===== src/hw/rtl/dts_core_header_finder_assert.svh =====
// Assertion macros shared by the header finder modules.
// Each macro expects signals named clk and rst_n in the scope where it is used.
`ifndef DTS_CORE_HEADER_FINDER_ASSERT_SVH
`define DTS_CORE_HEADER_FINDER_ASSERT_SVH

// The consequent must hold in the same cycle as the antecedent.
`define DTSHF_ASSERT_SAME(label, ante, cons, msg) \
    label: assert property (@(posedge clk) disable iff (!rst_n) (ante) |-> (cons)) \
        else $error(msg);

// The consequent must hold in the cycle after the antecedent.
`define DTSHF_ASSERT_NEXT(label, ante, cons, msg) \
    label: assert property (@(posedge clk) disable iff (!rst_n) (ante) |=> (cons)) \
        else $error(msg);

`endif


===== src/hw/rtl/dtshf_pkg.sv =====
`timescale 1ns / 1ps

package dtshf_pkg;

    // Result status codes.
    typedef enum logic [2:0] {
        ST_OK        = 3'd0,
        ST_NO_HEADER = 3'd1,
        ST_BAD_SIZE  = 3'd2,
        ST_BAD_RATE  = 3'd3,
        ST_BAD_REV   = 3'd4,
        ST_BAD_RES   = 3'd5
    } status_t;

    // Per-buffer parse phase.
    typedef enum logic [1:0] {
        PH_HUNT    = 2'd0,
        PH_COLLECT = 2'd1,
        PH_DONE    = 2'd2
    } phase_t;

    localparam int unsigned HDR_BYTES = 12;
    localparam int unsigned HDR_BITS  = HDR_BYTES * 8;

    localparam logic [23:0] SYNC_HEAD = 24'h7FFE80;
    localparam logic [7:0]  SYNC_TAIL = 8'h01;
    localparam logic [15:0] POS_SAT   = 16'hFFFF;

    localparam logic [13:0] MIN_FRAME_RAW  = 14'd95;
    localparam logic [6:0]  FEW_BLOCKS_RAW = 7'd5;
    localparam logic [3:0]  MAX_REV        = 4'd7;
    localparam logic [3:0]  REV_GAIN_REL   = 4'd7;
    localparam logic [3:0]  REV_GAIN_ABS   = 4'd6;
    localparam logic [5:0]  GAIN_BIAS_REV6 = 6'd48;   // -16 in six bits

    // Header word handed from the scanner to the decoder.
    typedef struct packed {
        logic                no_header;
        logic [15:0]         sync_pos;
        logic [HDR_BITS-1:0] window;
    } evt_t;

    // Decoded result fields.
    typedef struct packed {
        status_t     status;
        logic [15:0] sync_offset;
        logic [14:0] frame_bytes;
        logic [7:0]  sample_blocks;
        logic [4:0]  channel_count;
        logic [5:0]  arrangement_code;
        logic [15:0] sample_rate;
        logic [22:0] bit_rate;
        logic [4:0]  pcm_bits;
        logic [5:0]  dialog_gain;
        logic [15:0] coding_fields;
        logic [14:0] flag_bits;
    } res_t;

    // Channel count for arrangement codes 0 to 15.
    function automatic logic [4:0] chan_of(input logic [3:0] code);
        logic [4:0] c;
        unique case (code)
            4'd0:                      c = 5'd1;
            4'd1, 4'd2, 4'd3, 4'd4:    c = 5'd2;
            4'd5, 4'd6:                c = 5'd3;
            4'd7, 4'd8:                c = 5'd4;
            4'd9:                      c = 5'd5;
            4'd10, 4'd11, 4'd12:       c = 5'd6;
            4'd13:                     c = 5'd7;
            default:                   c = 5'd8;
        endcase
        return c;
    endfunction

    // Core sample rate in Hz; zero marks a reserved code.
    function automatic logic [15:0] rate_of(input logic [3:0] code);
        logic [15:0] r;
        unique case (code)
            4'd1:    r = 16'd8000;
            4'd2:    r = 16'd16000;
            4'd3:    r = 16'd32000;
            4'd6:    r = 16'd11025;
            4'd7:    r = 16'd22050;
            4'd8:    r = 16'd44100;
            4'd11:   r = 16'd12000;
            4'd12:   r = 16'd24000;
            4'd13:   r = 16'd48000;
            default: r = 16'd0;
        endcase
        return r;
    endfunction

    // Transmission bit rate; the top three codes are open, variable, lossless.
    function automatic logic [22:0] brate_of(input logic [4:0] code);
        logic [22:0] r;
        unique case (code)
            5'd0:    r = 23'd32000;
            5'd1:    r = 23'd56000;
            5'd2:    r = 23'd64000;
            5'd3:    r = 23'd96000;
            5'd4:    r = 23'd112000;
            5'd5:    r = 23'd128000;
            5'd6:    r = 23'd192000;
            5'd7:    r = 23'd224000;
            5'd8:    r = 23'd256000;
            5'd9:    r = 23'd320000;
            5'd10:   r = 23'd384000;
            5'd11:   r = 23'd448000;
            5'd12:   r = 23'd512000;
            5'd13:   r = 23'd576000;
            5'd14:   r = 23'd640000;
            5'd15:   r = 23'd768000;
            5'd16:   r = 23'd960000;
            5'd17:   r = 23'd1024000;
            5'd18:   r = 23'd1152000;
            5'd19:   r = 23'd1280000;
            5'd20:   r = 23'd1344000;
            5'd21:   r = 23'd1408000;
            5'd22:   r = 23'd1411200;
            5'd23:   r = 23'd1472000;
            5'd24:   r = 23'd1536000;
            5'd25:   r = 23'd1920000;
            5'd26:   r = 23'd2048000;
            5'd27:   r = 23'd3072000;
            5'd28:   r = 23'd3840000;
            5'd29:   r = 23'h7FFFFF;
            5'd30:   r = 23'h7FFFFE;
            default: r = 23'h7FFFFD;
        endcase
        return r;
    endfunction

endpackage


===== src/hw/rtl/dtshf_scan.sv =====
`timescale 1ns / 1ps

module dtshf_scan (
    input  logic                 clk,
    input  logic                 rst_n,
    input  logic                 in_valid,
    output logic                 in_ready,
    input  logic [7:0]           in_data,
    input  logic                 in_last,
    input  logic                 evt_take,
    output logic                 evt_valid,
    output dtshf_pkg::evt_t      evt
);
    import dtshf_pkg::*;

    `include "dts_core_header_finder_assert.svh"

    phase_t              phase_reg, phase_next;
    logic [23:0]         win_reg, win_next;
    logic [1:0]          lead_reg, lead_next;
    logic [15:0]         pos_reg, pos_next;
    logic [15:0]         sync_pos_reg, sync_pos_next;
    logic [HDR_BITS-1:0] hdr_reg, hdr_next;
    logic [3:0]          cnt_reg, cnt_next;
    logic                evt_valid_reg, evt_valid_next;
    logic                nohdr_reg, nohdr_next;
    logic                accept;
    logic                emit;

    // A new byte is taken whenever the event register is empty or drains now.
    assign in_ready = !evt_valid_reg || evt_take;
    assign accept   = in_valid && in_ready;

    // Sync hunt, header collection and per-buffer restart.
    always_comb
    begin
        phase_next     = phase_reg;
        win_next       = win_reg;
        lead_next      = lead_reg;
        pos_next       = pos_reg;
        sync_pos_next  = sync_pos_reg;
        hdr_next       = hdr_reg;
        cnt_next       = cnt_reg;
        nohdr_next     = nohdr_reg;
        emit           = 1'b0;
        evt_valid_next = evt_take ? 1'b0 : evt_valid_reg;

        if (accept)
        begin
            unique case (phase_reg)
                PH_HUNT:
                begin
                    if (lead_reg == 2'd3 && win_reg == SYNC_HEAD && in_data == SYNC_TAIL)
                    begin
                        sync_pos_next = pos_reg;
                        phase_next    = PH_COLLECT;
                        cnt_next      = 4'd0;
                    end
                    win_next = {win_reg[15:0], in_data};
                end
                PH_COLLECT:
                begin
                    hdr_next = {hdr_reg[HDR_BITS-9:0], in_data};
                    cnt_next = cnt_reg + 4'd1;
                    if (cnt_reg == 4'(HDR_BYTES - 1))
                    begin
                        emit       = 1'b1;
                        nohdr_next = 1'b0;
                        phase_next = PH_DONE;
                    end
                end
                default:
                begin
                end
            endcase

            // Offset of the oldest byte in the sync window, saturating.
            if (lead_reg != 2'd3)
                lead_next = lead_reg + 2'd1;
            else if (pos_reg != POS_SAT)
                pos_next = pos_reg + 16'd1;

            // The last word closes the buffer, reporting a miss if nothing was sent.
            if (in_last)
            begin
                if (!emit && phase_reg != PH_DONE)
                begin
                    emit       = 1'b1;
                    nohdr_next = 1'b1;
                end
                phase_next = PH_HUNT;
                win_next   = 24'd0;
                pos_next   = 16'd0;
                lead_next  = 2'd0;
                cnt_next   = 4'd0;
            end

            if (emit)
                evt_valid_next = 1'b1;
        end
    end

    // Control state.
    always_ff @(posedge clk or negedge rst_n)
    begin
        if (!rst_n)
        begin
            phase_reg     <= PH_HUNT;
            win_reg       <= 24'd0;
            lead_reg      <= 2'd0;
            pos_reg       <= 16'd0;
            cnt_reg       <= 4'd0;
            evt_valid_reg <= 1'b0;
            nohdr_reg     <= 1'b0;
        end
        else
        begin
            phase_reg     <= phase_next;
            win_reg       <= win_next;
            lead_reg      <= lead_next;
            pos_reg       <= pos_next;
            cnt_reg       <= cnt_next;
            evt_valid_reg <= evt_valid_next;
            nohdr_reg     <= nohdr_next;
        end
    end

    // Header bytes and sync offset.
    always_ff @(posedge clk)
    begin
        sync_pos_reg <= sync_pos_next;
        hdr_reg      <= hdr_next;
    end

    assign evt_valid     = evt_valid_reg;
    assign evt.no_header = nohdr_reg;
    assign evt.sync_pos  = sync_pos_reg;
    assign evt.window    = hdr_reg;

    `DTSHF_ASSERT_SAME(a_lead_full, phase_reg != PH_HUNT, lead_reg == 2'd3,
        "sync found before three words were seen")
    `DTSHF_ASSERT_SAME(a_cnt_range, phase_reg == PH_COLLECT, cnt_reg < 4'(HDR_BYTES),
        "header count ran past the window")
    `DTSHF_ASSERT_NEXT(a_hdr_hold, evt_valid_reg && !evt_take,
        evt_valid_reg && $stable(hdr_reg), "header changed while its event waited")

endmodule


===== src/hw/rtl/dtshf_decode.sv =====
`timescale 1ns / 1ps

module dtshf_decode (
    input  dtshf_pkg::evt_t  evt,
    output dtshf_pkg::res_t  res
);
    import dtshf_pkg::*;

    logic [HDR_BITS-1:0] w;
    logic                normal, crc, extc, subs, pred;
    logic [4:0]          deficit_raw, rate_code, five;
    logic [6:0]          nblks;
    logic [13:0]         fsize;
    logic [5:0]          amode;
    logic [3:0]          sfreq;
    logic [2:0]          ext;
    logic [1:0]          lfe;
    logic [15:0]         tail;
    logic                interp, fdiff, sdiff;
    logic [3:0]          rev, dn;
    logic [1:0]          copy;
    logic [2:0]          pcmr;
    logic [4:0]          bits;
    logic                es, res_ok;
    logic [15:0]         rate_hz;
    logic [5:0]          gain;
    status_t             status;

    // Fixed header fields, most significant bit first.
    assign w           = evt.window;
    assign normal      = w[95];
    assign deficit_raw = w[94:90];
    assign crc         = w[89];
    assign nblks       = w[88:82];
    assign fsize       = w[81:68];
    assign amode       = w[67:62];
    assign sfreq       = w[61:58];
    assign rate_code   = w[57:53];
    assign five        = w[52:48];
    assign ext         = w[47:45];
    assign extc        = w[44];
    assign subs        = w[43];
    assign lfe         = w[42:41];
    assign pred        = w[40];

    // The remaining fields sit two bytes later when the CRC word is present.
    assign tail   = crc ? w[23:8] : w[39:24];
    assign interp = tail[15];
    assign rev    = tail[14:11];
    assign copy   = tail[10:9];
    assign pcmr   = tail[8:6];
    assign fdiff  = tail[5];
    assign sdiff  = tail[4];
    assign dn     = tail[3:0];

    assign rate_hz = rate_of(sfreq);

    // PCM resolution and the ES flag folded into its code.
    always_comb
    begin
        bits   = 5'd16;
        es     = 1'b0;
        res_ok = 1'b1;
        unique case (pcmr)
            3'd0:    begin bits = 5'd16; es = 1'b0; end
            3'd1:    begin bits = 5'd16; es = 1'b1; end
            3'd2:    begin bits = 5'd20; es = 1'b0; end
            3'd3:    begin bits = 5'd20; es = 1'b1; end
            3'd5:    begin bits = 5'd24; es = 1'b1; end
            3'd6:    begin bits = 5'd24; es = 1'b0; end
            default: res_ok = 1'b0;
        endcase
    end

    // Dialog gain depends on the encoder revision.
    always_comb
    begin
        if (rev == REV_GAIN_REL)
            gain = 6'd0 - {2'b00, dn};
        else if (rev == REV_GAIN_ABS)
            gain = GAIN_BIAS_REV6 - {2'b00, dn};
        else
            gain = 6'd0;
    end

    // Checks in fixed order.
    always_comb
    begin
        priority if (evt.no_header)
            status = ST_NO_HEADER;
        else if (fsize < MIN_FRAME_RAW)
            status = ST_BAD_SIZE;
        else if (rate_hz == 16'd0)
            status = ST_BAD_RATE;
        else if (rev > MAX_REV)
            status = ST_BAD_REV;
        else if (!res_ok)
            status = ST_BAD_RES;
        else
            status = ST_OK;
    end

    // Any failure zeroes every field but the status.
    always_comb
    begin
        res        = '0;
        res.status = status;
        if (status == ST_OK)
        begin
            res.sync_offset      = evt.sync_pos;
            res.frame_bytes      = {1'b0, fsize} + 15'd1;
            res.sample_blocks    = {1'b0, nblks} + 8'd1;
            res.channel_count    = (amode[5:4] == 2'b00) ? chan_of(amode[3:0]) : 5'h1F;
            res.arrangement_code = amode;
            res.sample_rate      = rate_hz;
            res.bit_rate         = brate_of(rate_code);
            res.pcm_bits         = bits;
            res.dialog_gain      = gain;
            res.coding_fields    = {deficit_raw + 5'd1, ext, lfe, rev, copy};
            res.flag_bits        = {normal, crc, five, extc, subs, pred, interp,
                                    fdiff, sdiff, es, (nblks < FEW_BLOCKS_RAW)};
        end
    end

endmodule


===== src/hw/rtl/dts_core_header_finder.sv =====
`timescale 1ns / 1ps

// Finds the first core frame header in each buffer of bytes and reports it as one
// result word per buffer. Bytes arrive one per word on the slave side, tlast on the
// buffer's final byte. A byte is taken every clock cycle while s_tready is high;
// s_tready only drops while a finished result waits in the output register and a
// second one is already held behind it. Once the byte that completes the 12-byte
// header window is taken (or the buffer's last byte when no header was found), the
// result is held in the scanner's event register, then after decode in the output register.
// On any error status all other result fields are zero; sync_offset saturates.
module dts_core_header_finder (
    input  logic          clk,
    input  logic          rst_n,
    input  logic          s_tvalid,
    output logic          s_tready,
    input  logic [7:0]    s_tdata,   // [7:0] data_byte
    input  logic          s_tlast,   // last_byte
    output logic          m_tvalid,
    input  logic          m_tready,
    // [2:0] status, [18:3] sync_offset, [33:19] frame_bytes, [41:34] sample_blocks,
    // [46:42] channel_count, [52:47] arrangement_code, [68:53] sample_rate,
    // [91:69] bit_rate, [96:92] pcm_bits, [102:97] dialog_gain,
    // [118:103] coding_fields, [133:119] flag_bits, [135:134] zero
    output logic [135:0]  m_tdata
);
    import dtshf_pkg::*;

    `include "dts_core_header_finder_assert.svh"

    logic           out_free;
    logic           evt_valid;
    logic           evt_take;
    evt_t           evt;
    res_t           res;
    logic           m_valid_reg, m_valid_next;
    logic [135:0]   m_data_reg, m_data_next;

    // The output register frees when empty or when its word is taken now.
    assign out_free = !m_valid_reg || m_tready;
    assign evt_take = evt_valid && out_free;

    dtshf_scan u_scan (
        .clk       (clk),
        .rst_n     (rst_n),
        .in_valid  (s_tvalid),
        .in_ready  (s_tready),
        .in_data   (s_tdata),
        .in_last   (s_tlast),
        .evt_take  (evt_take),
        .evt_valid (evt_valid),
        .evt       (evt)
    );

    dtshf_decode u_decode (
        .evt (evt),
        .res (res)
    );

    // Output register load.
    always_comb
    begin
        m_valid_next = m_valid_reg;
        m_data_next  = m_data_reg;
        if (out_free)
        begin
            m_valid_next = evt_valid;
            m_data_next  = {2'b00, res.flag_bits, res.coding_fields, res.dialog_gain,
                            res.pcm_bits, res.bit_rate, res.sample_rate,
                            res.arrangement_code, res.channel_count, res.sample_blocks,
                            res.frame_bytes, res.sync_offset, res.status};
        end
    end

    always_ff @(posedge clk or negedge rst_n)
    begin
        if (!rst_n)
            m_valid_reg <= 1'b0;
        else
            m_valid_reg <= m_valid_next;
    end

    always_ff @(posedge clk)
    begin
        m_data_reg <= m_data_next;
    end

    assign m_tvalid = m_valid_reg;
    assign m_tdata  = m_data_reg;

    `DTSHF_ASSERT_SAME(a_err_zero, m_tvalid && m_tdata[2:0] != ST_OK,
        m_tdata[135:3] == '0, "error result carries nonzero fields")
    `DTSHF_ASSERT_SAME(a_ok_pcm, m_tvalid && m_tdata[2:0] == ST_OK,
        m_tdata[96:92] == 5'd16 || m_tdata[96:92] == 5'd20 || m_tdata[96:92] == 5'd24,
        "ok result with bad PCM resolution")
    `DTSHF_ASSERT_SAME(a_stall_cause, !s_tready, m_tvalid && !m_tready,
        "input stalled without a blocked output")

endmodule

===== config.mk =====
export PLATFORM = sky130hd
export DESIGN_NAME = dts_core_header_finder
export DESIGN_NICKNAME = d
export VERILOG_FILES = /design/src/hw/rtl/dtshf_pkg.sv /design/src/hw/rtl/dtshf_scan.sv /design/src/hw/rtl/dtshf_decode.sv /design/src/hw/rtl/dts_core_header_finder.sv
export VERILOG_INCLUDE_DIRS = /design/src /design/src/hw/rtl
export SDC_FILE = /design/constraint.sdc
export NUM_CORES = 1
export LEC_CHECK = 0
export ABC_AREA = 0
export CAP_MARGIN = 5
export CORE_MARGIN = 2
export CORE_UTILIZATION = 35
export DETAILED_ROUTE_END_ITERATION = 8
export DONT_BUFFER_PORTS = 1
export GPL_TIMING_DRIVEN = 1
export PLACE_DENSITY = 0.61
export SYNTH_ARGS = -nofsm -noshare
export SYNTH_HDL_FRONTEND = slang
export SYNTH_SLANG_ARGS = --single-unit

===== constraint.sdc =====
create_clock -name clk -period 9.1 [get_ports clk]
set_input_delay 0.91 -clock clk [delete_from_list [all_inputs] [get_ports clk]]
set_output_delay 0.91 -clock clk [all_outputs]
set_load 0.01 [all_outputs]

; ---- Yosys cells after proc, flatten, opt, wreduce, memory -nomap -nowiden
; Memory sizes are Yosys's and may differ from the RTL's. A register that Yosys moved wholly into a read port is not among the register bits.
; Index checks and enable logic that the tools add are counted.
[word_totals]
output_inout_bits = 138
romBits = 1040
memories = 3
in_bits = 13
elab_cells = 116
regBits = 297
[memory_table]
columns = memory, words, width, rd, rd_ports_with_merged_regs, wr, line_no
row1 = (name not given), 32, 23, 1, 1, 0, dtshf_pkg.sv:96  ; unique case (code)
row2 = (name not given), 16, 15, 1, 1, 0, dtshf_pkg.sv:78  ; unique case (code)
row3 = (name not given), 16, 4, 1, 1, 0, dtshf_pkg.sv:62  ; unique case (code)
[op_classes]
eq_ne = 18
muxes = 41
n_lt_le_gt_ge = 3
n_reduce_logical = 31
n_addsub = 8
[op_table]
columns = op, count
row1 = 16-bit two-way mux, 4
row2 = 24-bit two-way mux, 2
row3 = 24-bit by 23-bit == test with 1-bit output (second input constant), 1
row4 = 16-bit by 1-bit adder with 16-bit output (second input constant), 1
row5 = 16-bit zero test, 1
row6 = 4-bit two-way mux, 4
row7 = 16-bit inequality test (second input constant), 1
row8 = 4-bit case mux with 2 select lines, 2
row9 = 14-bit by 1-bit adder with 15-bit output (second input constant), 1
row10 = 1-bit two-way mux, 15
row11 = 3-bit two-way mux, 5
row12 = 14-bit by 7-bit less-than comparator with 1-bit output (second input constant), 1
row13 = 6-bit two-way mux, 2
row14 = 2-bit two-way mux, 5
row15 = 3-bit AND reduction, 3
row16 = 7-bit by 1-bit adder with 8-bit output (second input constant), 1
row17 = 4-bit by 3-bit == test with 1-bit output (second input constant), 2
row18 = 8-bit by 1-bit == test with 1-bit output (second input constant), 1
row19 = 7-bit by 3-bit less-than comparator with 1-bit output (second input constant), 1
row20 = 3-bit by 2-bit == test with 1-bit output (second input constant), 2
row21 = 3-bit == test (second input constant), 2
row22 = 3-bit zero test, 2
row23 = 2-bit inequality test (second input constant), 3
row24 = 3-bit by 2-bit inequality test with 1-bit output (second input constant), 2
row25 = 23 further kinds, 37

; ---- Longest topological paths before layout
; Gate-level depths: netlist (run 1).
[depth]
ltp_word = 13
ltp_mapped = 11
depth_no_buf = 8

; ---- Cells and area by module
; A second synthesis (run 1) with hierarchy kept.
[unflattened]
hier_cells = 992
hier_area_um2 = 12990.0
[by_module_without_submodules]
columns = mod, area_each_um2, n_inst, seq_area_each_um2, cells_per_inst
row1 = dtshf_scan, 5738.0, 1, 4614.4, 340
row2 = dts_core_header_finder, 4096.4, 1, 4048.9, 141
row3 = dtshf_decode, 3155.5, 1, 0.0, 511

; ---- Least setup slack after synthesis (run 1)
; No wires, ideal clock.
[synth_timing]
path_kind = input-to-reg
startpoint = input m_tready
endpoint = register m_data_reg[0], in the netlist m_tdata[0] (enable)
path_slack_ps = 4621
required_ps = 8592
path_stages = 1
path_buffers = 0
setup_time_ps = 508
t_arrival_ps = 3971
cell_sequence = nand2b_1
[synth_between]
elab_chain_len = 1
[synth_lines]
columns = element, line_no
row1 = start: declaration, dts_core_header_finder.sv:19  ; input logic m_tready,
row2 = 1-bit logical OR, dts_core_header_finder.sv:39  ; assign out_free = !m_valid_reg || m_tready;
row3 = end signal: assignment, dts_core_header_finder.sv:84  ; m_data_reg <= m_data_next;
row4 = end: declaration, dts_core_header_finder.sv:36  ; logic [135:0] m_data_reg, m_data_next;
; No other way between the ends.
; A chain may end at the register's enable or synchronous reset.

; ---- Worst setup path after layout (run 1)
[layout_timing]
startpoint = register u_scan.hdr_reg[68]
endpoint = register m_data_reg[16], in the netlist m_tdata[16], data pin
[layout_between]
elab_chain_len = 4
[layout_lines]
columns = element, line_no
row1 = start: declaration, dtshf_scan.sv:23  ; logic [HDR_BITS-1:0] hdr_reg, hdr_next;
row2 = start signal: assignment, dtshf_scan.sv:132  ; hdr_reg <= hdr_next;
row3 = 14-bit by 7-bit less-than comparator with 1-bit output, dtshf_decode.sv:91  ; else if (fsize < MIN_FRAME_RAW)
row4 = 3-bit two-way mux, dtshf_decode.sv:91
row5 = 3-bit two-way mux, dtshf_decode.sv:89  ; priority if (evt.no_header)
row6 = 3-bit zero test, dtshf_decode.sv:108  ; if (status == ST_OK)
; No other way between the ends.

==> impl_table.tex, run 1 <==
\begin{tabular}{lr}
\hline
Metric & Value \\
\hline
\multicolumn{2}{l}{\textbf{Finish}} \\
Area added between synthesis and finish & 12.53\% \\
Post-route design area & 14450 µm² \\
Register cell area after layout & 8783 µm² \\
Share of final-layout standard cells stronger than drive strength 1 & 8.554\% \\
Number of antenna repair diodes & 0 \\
Post-layout net count & 995 \\
Layout Utilization & 39.75\% \\
Total of fill cells in the finished design & 3324 \\
Area of the multi-input gates & 3727 µm² \\
Number of flip-flops under the largest register name & 126 \\
\multicolumn{2}{l}{\textbf{Yosys}} \\
Post-synthesis cell count & 958 \\
Top flip-flop cell by instance count after synthesis & edfxtp\_1 \\
Fraction of the yosys area taken by sequential cells & 68.42\% \\
Post-synthesis sequential element count & 307 \\
Cell types occupying the most area after synthesis & edfxtp\_1 56\%, dfrtp\_1 9.9\%, nor2\_1 2.9\%, dfxtp\_1 2.8\%, and2\_1 2.6\% \\
Post-synth EDFFs & 238 \\
Area of the mapped netlist & 12840 µm² \\
Cell taking the most area after synthesis & edfxtp\_1 \\
Number of unique standard cell types used by synthesis & 70 \\
Warning count from the yosys run & 0 \\
Async set-reset flop share out of synthesis & 16.61\% \\
Top cell type's share of synthesized area & 55.67\% \\
Syn avg cell area & 13.40 µm² \\
\multicolumn{2}{l}{\textbf{Critical path}} \\
Largest fanout of any net on the critical path & 35 \\
Critical path class & reg2reg \\
Kind of start point of the critical path & flop \\
Startpoint of the worst register-to-register path & u\_scan.hdr\_reg[68]\$\_DFFE\_PP\_ \\
Reg2Reg Capture Point & m\_tdata[16]\$\_SDFFCE\_PP0P\_ \\
CP Data Required Time & 9.49 ns \\
Worst setup EP type & flop \\
Reg2reg setup slack & 6.15 ns \\
Arrival time at the worst endpoint & 3.33 ns \\
Cells on worst reg2reg path & 8 \\
\multicolumn{2}{l}{\textbf{GRT}} \\
Antenna violations before repair & 0 \\
Overflow left after global routing & 0 \\
Combined global-route utilization of all metal layers & 13.71\% \\
Largest net degree at the start of global routing & 68 \\
Vias in the first global route & 7056 \\
Global-route wire length before repair & 40660 µm \\
\multicolumn{2}{l}{\textbf{Drt}} \\
Number of remaining DRC errors & 0 \\
Via count normalized by instance count & 4.994 \\
Wire per inst & 17.95 µm \\
Initial detailed-routing violation count & 475 \\
Final WL & 26020 µm \\
Count of nets left with antenna violations after detail routing & 0 \\
Router iterations before antenna repair & 5 \\
Routed via count & 7241 \\
\multicolumn{2}{l}{\textbf{Clock tree}} \\
Worst-Skew Late Latency & 0.53 ns \\
Gates resized, CTS repair & 0 \\
Max clock buf depth & 3 \\
Clock Root Buffer & clkbuf\_16 \\
H-tree level count & 2 \\
Hold buffer count at cts & 0 \\
Clock buffers created by TritonCTS & 34 \\
Clock slew at the register clock pins of the worst setup and hold paths & 0.06 ns \\
Post-CTS setup-driven buffer insertion count & 0 \\
Clock sink total & 307 \\
CTS tree & yes \\
\multicolumn{2}{l}{\textbf{Placed design}} \\
Placed inst area & 13280 µm² \\
Pre-CTS WS & 5.831 ns \\
Placer Congestion & 0.8578 \\
HPWL after DPL & 17240 µm \\
IO buf count & 0 \\
\multicolumn{2}{l}{\textbf{STA}} \\
Total count of max-transition violations in the final report & 0 \\
Max Clock Skew & 0.01457 ns \\
Peak clock frequency supported by timing & 339.5 MHz \\
Final setup TNS & 0 ns \\
Setup repair after global routing missed its margin & no \\
Post-route worst setup slack & 6.154 ns \\
Final cycle utilization of the critical path & 32.37\% \\
Max transition margin & 28.21\% \\
Final worst path period need & 2.946 ns \\
Final setup violation count & 0 \\
Number of hold-slack violations in the final timing report & 0 \\
Worst slew pin tran & 1.077 ns \\
\multicolumn{2}{l}{\textbf{Floorplan}} \\
Die ar. & 38230 µm² \\
Overall die width & 195.5 µm \\
Die H & 195.5 µm \\
Initial core utilization & 35.32\% \\
Area of the core & 36350 µm² \\
Number of I/O pins & 151 \\
Total number of placement rows & 70 \\
\multicolumn{2}{l}{\textbf{Worst hold path}} \\
Hold WC Path Type & in2async \\
\multicolumn{2}{l}{\textbf{Run status}} \\
Run status & completed \\
\multicolumn{2}{l}{\textbf{Pwr}} \\
Worst supply voltage drop on vdd & 0.0001428 V \\
Pwr dens & 237.5 nW/µm² \\
Leakage power of the design & 5.411 nW \\
\multicolumn{2}{l}{\textbf{Run}} \\
Max-capacitance violation count & 0 \\
\hline
\end{tabular}
==> how the worst max path moves through the flow <==
stage               cells after the start                    startpoint                            to
floorplan                               1                      m_tready          m_tdata[0]$_DFFE_PP_
global placement                        5                      m_tready   u_scan.hdr_reg[9]$_DFFE_PP_
detailed placement                      6                      m_tready  u_decode.rate_hz[11]$_DFF_P_
CTS                                     8  u_scan.hdr_reg[68]$_DFFE_PP_     m_tdata[12]$_SDFFCE_PP0P_
global route                            8  u_scan.hdr_reg[68]$_DFFE_PP_     m_tdata[16]$_SDFFCE_PP0P_
finish                                  8  u_scan.hdr_reg[68]$_DFFE_PP_     m_tdata[16]$_SDFFCE_PP0P_
==> cells in the mapped netlist, types with 3 or more instances <==
cell type,instances
dfrtp_1,51
ha_1,26
buf_4,10
mux2i_1,24
nand2_1,42
and4_1,4
nor3_1,28
nand2b_1,4
nand4_1,12
nor4_1,14
buf_1,7
a21oi_1,37
o221ai_1,5
nor3b_1,6
nand3b_1,3
and2_1,54
xnor2_1,25
nor2_1,100
a211oi_1,10
o211ai_1,5
nand3_1,28
o22ai_1,3
inv_1,24
a22o_1,23
buf_6,3
dfxtp_1,18
o21ai_0,28
nand4b_1,3
a22oi_1,3
edfxtp_1,238
and3_1,13
nor2b_1,7
or3_1,5
clkbuf_1,33
xor2_1,13
mux2_2,5
==> worst max-delay path: stages (launching register included) <==
cell      delay (ns)
edfxtp_1        0.41
ha_1            0.23
and3_1          0.24
and3_1          0.21
o21bai_1        0.12
or3_2           0.47
inv_1           0.55
buf_4           0.41
and2_1          0.17
==> through the flow <==
step	hold slack, ns	std cells	total power [mW]
final	0.08294	1450	3.431
after global routing	0.05113	1450	3.579
after CTS	0.04264	1450	3.477
after detailed placement	0.4045	1388	2.035
after global placement	0.4044	1388	2.028
after floorplan	0.4003	963	1.959
==> where the power goes <==
group | internal [mW] | total [mW] | switching, mW
sequential | 1.65 | 1.76 | 0.113
clock | 0.885 | 1.43 | 0.544
combinational | 0.0910 | 0.240 | 0.149
==> logic make-up (layout without fill, tap and decap cells) <==
logic type | after synthesis | after routing | synth area share (%)
AO/OA/AOI/OAI | 138 | 138 | 7.261
AND/OR/NAND/NOR | 339 | 339 | 13.88
buffers and inverters | 79 | 98 | 2.856
adder cells (fa/ha/maj) | 26 | 26 | 2.534
flip-flops | 307 | 307 | 68.42
XOR/XNOR | 38 | 38 | 2.593
other | 1 | 6 | 0.02921
multiplexers | 30 | 30 | 2.427
==> per-layer routing <==
metal | up-vias | global-route usage [%] | share of wire [%]
met5 | - | 0 | 0
met1 | 3495 | 17.87 | 44
met4 | 0 | 5.174 | 2.5
li1 | 3521 | - | -
met2 | 186 | 22.17 | 48
met3 | 39 | 3.368 | 5.8
==> layout by cell type, fill, tap and decap left out, types with 4 or more instances in the layout <==
master	instances
buf_4	11
inv_1	23
a22o_1	23
nand4_1	12
o21ai_0	28
clkbuf_1	9
dfrtp_1	51
xnor2_1	25
o221ai_1	5
conb_1	6
bufinv_16	5
a21oi_1	37
clkinv_2	4
nor2b_1	7
nor3b_1	6
ha_1	26
nand3_1	28
edfxtp_1	238
clkbuf_16	37
mux2_2	5
dfxtp_1	18
or3_1	4
a211oi_1	10
clkinv_1	5
nor3_1	28
o211ai_1	5
nand2_1	42
xor2_1	13
nor2_1	100
nor4_1	12
mux2i_1	24
and2_1	54
and4_1	4
and3_1	13
==> area by class of cell <==
type	count	area share, %
inverters	25	0.6669
flip-flops and latches	307	60.80
repair buffers	11	0.5716
clock inverters	16	1.464
multi-input cells	577	25.80
clock buffers	46	6.643
well taps	468	4.053
No activity file was read; power rests on OpenSTA's default activity.
==> inputs of run 2 (changes only) <==
ABC_AREA = 1   (was 0)
PLACE_DENSITY = 0.63   (was 0.61)
clock period = 2.67 ns   (was 9.1 ns; I/O delays follow)
==> run 2 against run 1 <==
- worst setup slack worse by 5.7 ns
- via count up 16%
- combinational power rose to 7.3 times the previous value
- hold slack worse by 0.015 ns
- sequential cell count unchanged
- critical path depth up 3
- final area up 5.6%
- first-iteration DRC count up 38%
- highest routed layer is now met5
==> impl_table.tex, run 2 <==
\begin{tabular}{lr}
\hline
Metric & Value \\
\hline
\multicolumn{2}{l}{\textbf{Critical path}} \\
Cells traversed along the worst timing path & nor2\_2, inv\_2, nor2\_4, buf\_4, nand2\_1, nand2\_2, inv\_1, nand2\_1, o21ai\_0, nand2\_1, nand2\_1 \\
Largest fanout of any net on the critical path & 44 \\
Worst setup EP type & flop \\
Library cell appearing most often on the critical path & nand2\_1 \\
Kind of start point of the critical path & flop \\
CP Data Required Time & 3.08 ns \\
Arrival time at the worst endpoint & 2.67 ns \\
Slowest CP cell & buf\_4 \\
Delay of the slowest cell on the worst path & 0.49 ns \\
Critical path class & reg2reg \\
\multicolumn{2}{l}{\textbf{Yosys}} \\
Leading cell type by number of instances after synthesis & edfxtp\_1 \\
Post-synthesis cell count & 1202 \\
Simple logic cell fraction of the synthesized area & 17.16\% \\
Multiplexer area fraction after synthesis & 0.1517\% \\
Fraction of the yosys area taken by sequential cells & 66.57\% \\
Async set-reset flop share out of synthesis & 16.61\% \\
Top cell type's share of synthesized area & 54.17\% \\
Cell taking the most area after synthesis & edfxtp\_1 \\
Post-synthesis sequential element count & 307 \\
Number of unique standard cell types used by synthesis & 45 \\
Area of the mapped netlist & 13190 µm² \\
Post-synth EDFFs & 238 \\
Syn avg cell area & 10.98 µm² \\
Warning count from the yosys run & 0 \\
Share of the synthesized area in compound gates (AO/OA/AOI/OAI) & 5.320\% \\
Dominant combinational cell family by area after synthesis & simple AND/OR/NAND/NOR gates \\
Top flip-flop cell by instance count after synthesis & edfxtp\_1 \\
Cell types occupying the most area after synthesis & edfxtp\_1 54\%, dfrtp\_1 9.7\%, nand2\_1 5.6\%, nor2\_1 4.4\%, inv\_1 4.3\% \\
Post-synthesis share of cell area spent on xor and xnor gates & 1.925\% \\
Adder-cell share of the synthesized area & 2.466\% \\
Top post-synthesis cells by count & 238 x edfxtp\_1, 197 x nand2\_1, 154 x nor2\_1 \\
\multicolumn{2}{l}{\textbf{Floorplan}} \\
Initial core utilization & 35.28\% \\
Number of I/O pins & 151 \\
Area of the core & 37400 µm² \\
Die ar. & 39270 µm² \\
Total number of placement rows & 71 \\
Die H & 198.2 µm \\
Overall die width & 198.2 µm \\
\multicolumn{2}{l}{\textbf{Run status}} \\
Run status & completed \\
\multicolumn{2}{l}{\textbf{GRT}} \\
Vias in the first global route & 8058 \\
Combined global-route utilization of all metal layers & 14.58\% \\
Overflow left after global routing & 0 \\
Largest net degree at the start of global routing & 88 \\
Global-route wire length before repair & 44660 µm \\
Antenna violations before repair & 1 \\
\multicolumn{2}{l}{\textbf{STA}} \\
Peak clock frequency supported by timing & 442.7 MHz \\
Final setup violation count & 0 \\
Max transition margin & 55.80\% \\
Final cycle utilization of the critical path & 84.60\% \\
Setup repair after global routing missed its margin & no \\
Number of hold-slack violations in the final timing report & 0 \\
Worst slew pin tran & 0.6630 ns \\
Max Clock Skew & 0.01699 ns \\
Total count of max-transition violations in the final report & 0 \\
Post-route worst setup slack & 0.4113 ns \\
Final worst path period need & 2.259 ns \\
\multicolumn{2}{l}{\textbf{Finish}} \\
Most common library cell in the layout ignoring fill and taps & edfxtp\_1 \\
Share of final-layout standard cells stronger than drive strength 1 & 11.03\% \\
Number of antenna repair diodes & 0 \\
Area added between synthesis and finish & 15.67\% \\
Post-layout net count & 1280 \\
Number of flip-flops under the largest register name & 126 \\
Commonest cells after routing, fill and taps aside & 238 x edfxtp\_1, 196 x nand2\_1, 154 x nor2\_1, 149 x inv\_1, 74 x nand3\_1 \\
\multicolumn{2}{l}{\textbf{Clock tree}} \\
Clock sink total & 307 \\
Gates resized, CTS repair & 0 \\
CTS tree & yes \\
Clock Root Buffer & clkbuf\_16 \\
Clock buffers created by TritonCTS & 36 \\
H-tree level count & 2 \\
Clock slew at the register clock pins of the worst setup and hold paths & 0.06 ns \\
Max clock buf depth & 3 \\
Worst-Skew Late Latency & 0.52 ns \\
\multicolumn{2}{l}{\textbf{Placed design}} \\
Pre-CTS WS & 0.4147 ns \\
HPWL after DPL & 19520 µm \\
IO buf count & 0 \\
Placer Congestion & 0.8906 \\
\multicolumn{2}{l}{\textbf{Drt}} \\
Wire per inst & 15.96 µm \\
Number of remaining DRC errors & 0 \\
Final WL & 28400 µm \\
Via count normalized by instance count & 4.699 \\
Routed via count & 8365 \\
Count of nets left with antenna violations after detail routing & 0 \\
Initial detailed-routing violation count & 654 \\
Router iterations before antenna repair & 5 \\
\multicolumn{2}{l}{\textbf{Pwr}} \\
Total power & 13.18 mW \\
Worst supply voltage drop on vdd & 0.0003922 V \\
Pwr dens & 863.9 nW/µm² \\
Leakage power of the design & 6.212 nW \\
\multicolumn{2}{l}{\textbf{Worst hold path}} \\
Hold WC Path Type & in2reg \\
\multicolumn{2}{l}{\textbf{Run}} \\
Max-capacitance violation count & 0 \\
\hline
\end{tabular}
## run 2: cell types whose count changed in the layout (fill, tap and decap cells not counted), sizes merged, moves of 22 or more
cell | previous run | this run
nand2 | 42 | 200
inv | 25 | 158
nor2 | 100 | 186
and2 | 54 | 2
nand3 | 29 | 76
o21ai | 28 | 62
a22o | 25 | 0
mux2i | 24 | 2
## run 2: path summary, 6_finish.rpt
path / startpoint / to / slack [ns] / depth (start not counted)
min in group asynchronous: rst_n / u_scan.pos_reg[10]$_DFFE_PN0P_ / 0.25 / 2
hold / removal: s_tlast / u_scan.phase_reg[1]$_DFFE_PN0P_ / 0.07 / 5
hold reg to reg: u_scan.hdr_reg[3]$_DFFE_PP_ / u_scan.hdr_reg[11]$_DFFE_PP_ / 0.42 / 0
max in group asynchronous: rst_n / u_scan.win_reg[9]$_DFFE_PN0P_ / 2.16 / 2
setup / recovery: u_scan.phase_reg[1]$_DFFE_PN0P_ / u_decode.rate_hz[11]$_DFF_P_ / 0.41 / 11
setup reg to reg: u_scan.phase_reg[1]$_DFFE_PN0P_ / u_decode.rate_hz[11]$_DFF_P_ / 0.41 / 11
## run 2: worst max-delay path, delay by kind of cell (launching register included)
kind	cells	cell delay, ns
compound gates	1	0.09
buf+inv	3	0.72
flops	1	0.41
simple gates	7	0.92
## run 2: cell families (layout without fill, tap and decap cells)
| family | count (synthesis) | after routing |
|---|---|---|
| AND/OR/NAND/NOR | 514 | 514 |
| flip-flops | 307 | 307 |
| buffers and inverters | 198 | 260 |
| AO/OA/AOI/OAI | 125 | 125 |
| XOR/XNOR | 29 | 29 |
| adder cells (fa/ha/maj) | 26 | 26 |
| multiplexers | 2 | 2 |
| other | 1 | 6 |
## run 2: final cells by class
type / count / area (µm²)
tap: 511 / 639.4
inverter: 155 / 581.8
clock buffer: 43 / 968.4
sequential: 307 / 8783
clock inverter: 23 / 294.0
fill: 3536 / 22140
timing repair buffer: 39 / 375.4
multi-input combinational: 702 / 3618
## run 2: layer usage
metal  vias up  routed length, µm  track usage, %
li1       4094                  -               -
met1      3987              12820           19.49
met2       236              13030           22.94
met3        46               1959           4.241
met4         2                579           4.372
met5         -                 13               0
## run 2: metrics by stage
| step | setup TNS, ns | hold slack [ns] | cells | utilization (%) | instance area [µm²] |
|---|---|---|---|---|---|
| floorplan | -8.819 | -0.02859 | 1207 | - | 13230 |
| global placement | 0 | -0.02551 | 1703 | 37.09 | 13870 |
| detailed placement | 0 | -0.02558 | 1703 | 37.09 | 13870 |
| CTS | 0 | 0.03470 | 1780 | 40.80 | 15260 |
| global route | 0 | 0.07895 | 1780 | 40.80 | 15260 |
| finish | 0 | 0.06829 | 1780 | 40.80 | 15260 |
## run 2: where the power goes
part / internal (mW) / switching (mW) / total (mW)
clock network: 3.20 / 1.94 / 5.14
logic: 0.540 / 1.22 / 1.76
registers: 5.85 / 0.426 / 6.28
## run 2: what timing repair did
item | 4_1_cts | 5_1_grt
hold endpoints to repair | 82 | 0
hold buffers | 11 | 0
setup buffers | 0 | 0
==> inputs of run 3 (changes only) <==
ABC_AREA = 0   (was 1)
PLACE_DENSITY = 0.61   (was 0.63)
clock period = 2.3 ns   (was 2.67 ns; I/O delays follow)
==> run 3 against run 2 <==
- hold slack worse by 0.028 ns
- core utilization rose by 0.99 points
- final cell count is 15% lower
- fmax down 0.87%
==> impl_table.tex, run 3 (same netlist as run 1, synthesis figures left out) <==
\begin{tabular}{lr}
\hline
Metric & Value \\
\hline
\multicolumn{2}{l}{\textbf{Run status}} \\
Run status & completed \\
\multicolumn{2}{l}{\textbf{STA}} \\
Final cycle utilization of the critical path & 99.07\% \\
Setup repair after global routing missed its margin & yes \\
Max Clock Skew & 0.01036 ns \\
Worst slew pin tran & 0.7195 ns \\
Total count of max-transition violations in the final report & 0 \\
Number of hold-slack violations in the final timing report & 0 \\
Final setup violation count & 0 \\
Max transition margin & 52.04\% \\
Final worst path period need & 2.278 ns \\
Post-route worst setup slack & 0.02150 ns \\
Peak clock frequency supported by timing & 438.9 MHz \\
\multicolumn{2}{l}{\textbf{Pwr}} \\
Worst supply voltage drop on vdd & 0.0005904 V \\
Pwr dens & 902.6 nW/µm² \\
Total power & 13.71 mW \\
Leakage power of the design & 5.773 nW \\
\multicolumn{2}{l}{\textbf{Floorplan}} \\
Area of the core & 36350 µm² \\
Overall die width & 195.5 µm \\
Number of I/O pins & 151 \\
Total number of placement rows & 70 \\
Die ar. & 38230 µm² \\
Initial core utilization & 35.32\% \\
Die H & 195.5 µm \\
\multicolumn{2}{l}{\textbf{Drt}} \\
Final WL & 26930 µm \\
Number of remaining DRC errors & 0 \\
Via count normalized by instance count & 4.994 \\
Initial detailed-routing violation count & 543 \\
Routed via count & 7571 \\
Count of nets left with antenna violations after detail routing & 0 \\
Router iterations before antenna repair & 7 \\
Wire per inst & 17.76 µm \\
\multicolumn{2}{l}{\textbf{GRT}} \\
Largest net degree at the start of global routing & 80 \\
Vias in the first global route & 7507 \\
Combined global-route utilization of all metal layers & 14.13\% \\
Global-route wire length before repair & 42410 µm \\
Overflow left after global routing & 0 \\
Antenna violations before repair & 0 \\
\multicolumn{2}{l}{\textbf{Finish}} \\
Total of fill cells in the finished design & 3289 \\
Number of flip-flops under the largest register name & 126 \\
Post-layout net count & 1061 \\
Number of antenna repair diodes & 0 \\
Post-route design area & 15190 µm² \\
Area added between synthesis and finish & 18.34\% \\
Share of final-layout standard cells stronger than drive strength 1 & 14.79\% \\
Commonest cells after routing, fill and taps aside & 238 x edfxtp\_1, 100 x nor2\_1, 54 x and2\_1, 52 x buf\_4, 51 x dfrtp\_1 \\
Most common library cell in the layout ignoring fill and taps & edfxtp\_1 \\
\multicolumn{2}{l}{\textbf{Critical path}} \\
Delay of the slowest cell on the worst path & 0.51 ns \\
Cells traversed along the worst timing path & buf\_6, or4b\_4, nor3b\_2, nand4\_1, nor4\_4, buf\_4, buf\_8 \\
Arrival time at the worst endpoint & 2.50 ns \\
Largest fanout of any net on the critical path & 8 \\
Worst setup EP type & flop \\
CP Data Required Time & 2.52 ns \\
Slowest CP cell & or4b\_4 \\
Kind of start point of the critical path & flop \\
Critical path class & reg2reg \\
\multicolumn{2}{l}{\textbf{Clock tree}} \\
H-tree level count & 2 \\
CTS tree & yes \\
Worst-Skew Late Latency & 0.52 ns \\
Max clock buf depth & 3 \\
Clock Root Buffer & clkbuf\_16 \\
Clock sink total & 307 \\
Clock buffers created by TritonCTS & 35 \\
Clock slew at the register clock pins of the worst setup and hold paths & 0.06 ns \\
\multicolumn{2}{l}{\textbf{Placed design}} \\
HPWL after DPL & 17910 µm \\
Placed inst area & 13740 µm² \\
IO buf count & 0 \\
Placer Congestion & 0.8398 \\
Pre-CTS WS & -0.05352 ns \\
\multicolumn{2}{l}{\textbf{Worst hold path}} \\
Hold WC Path Type & in2reg \\
\multicolumn{2}{l}{\textbf{Run}} \\
Max-capacitance violation count & 0 \\
\hline
\end{tabular}
-- run 3: critical path, delay by kind of cell, from the launching register on --
family	cells	cell delay [ns]
simple gates	4	1.14
buf+inv	3	0.46
flops	1	0.39
-- run 3: cell type report --
class | instances | area (µm²) | share of cell area, %
tap | 468 | 585.6 | 3.854
timing repair buffer | 76 | 735.7 | 4.843
clock buffer | 49 | 1011 | 6.655
clock inverter | 14 | 166.4 | 1.095
inverter | 25 | 97.59 | 0.6424
multi-input combinational | 577 | 3812 | 25.09
sequential | 307 | 8783 | 57.82
-- run 3: layer usage --
metal	vias up	GRT usage [%]	wire length, µm
met5	-	0	0
met4	0	4.608	510
met3	37	3.489	1690
met2	177	22.95	12900
met1	3708	18.62	11820
li1	3649	-	-
-- run 3: what timing repair did --
| item | 4_1_cts | 5_1_grt |
|---|---|---|
| gates cloned | 0 | 1 |
| hold buffers | 12 | 0 |
| hold endpoints to repair | 76 | 0 |
| setup endpoints to repair | 5 | 102 |
| resized for setup | 3 | 22 |
| pin swaps | 4 | 6 |
| buffers inserted | 0 | 4 |
-- run 3: final timing paths --
path,start,end,slack (ns),depth (start not counted)
worst max-delay path,u_scan.win_reg[5]$_DFFE_PN0P_,u_scan.sync_pos_reg[3]$_DFFE_PP_,0.02,7
worst min-delay path,s_tlast,u_scan.cnt_reg[0]$_DFFE_PN0P_,0.04,2
worst max register to register,u_scan.win_reg[5]$_DFFE_PN0P_,u_scan.sync_pos_reg[3]$_DFFE_PP_,0.02,7
worst min register to register,u_scan.hdr_reg[5]$_DFFE_PP_,u_scan.hdr_reg[13]$_DFFE_PP_,0.42,0
max in group asynchronous,rst_n,u_scan.win_reg[0]$_DFFE_PN0P_,1.84,2
min in group asynchronous,rst_n,u_scan.pos_reg[2]$_DFFE_PN0P_,0.23,2
-- run 3: report_power, final --
group	total, mW	switching (mW)	internal, mW
Sequential	6.91	0.395	6.51
Combinational	1.22	0.718	0.498
Clock	5.59	2.16	3.43
Total	13.7	3.28	10.4
-- run 3: metrics by stage --
| step | std cells | hold WS, ns | TNS, ns | util [%] |
|---|---|---|---|---|
| floorplan | 963 | -0.06559 | -74.37 | - |
| global placement | 1436 | -0.06311 | -0.08183 | 37.79 |
| detailed placement | 1436 | -0.06320 | -0.1294 | 37.79 |
| CTS | 1511 | 0.01112 | -0.06119 | 41.45 |
| global route | 1516 | 0.02088 | -0.9964 | 41.80 |
| finish | 1516 | 0.04009 | 0 | 41.80 |
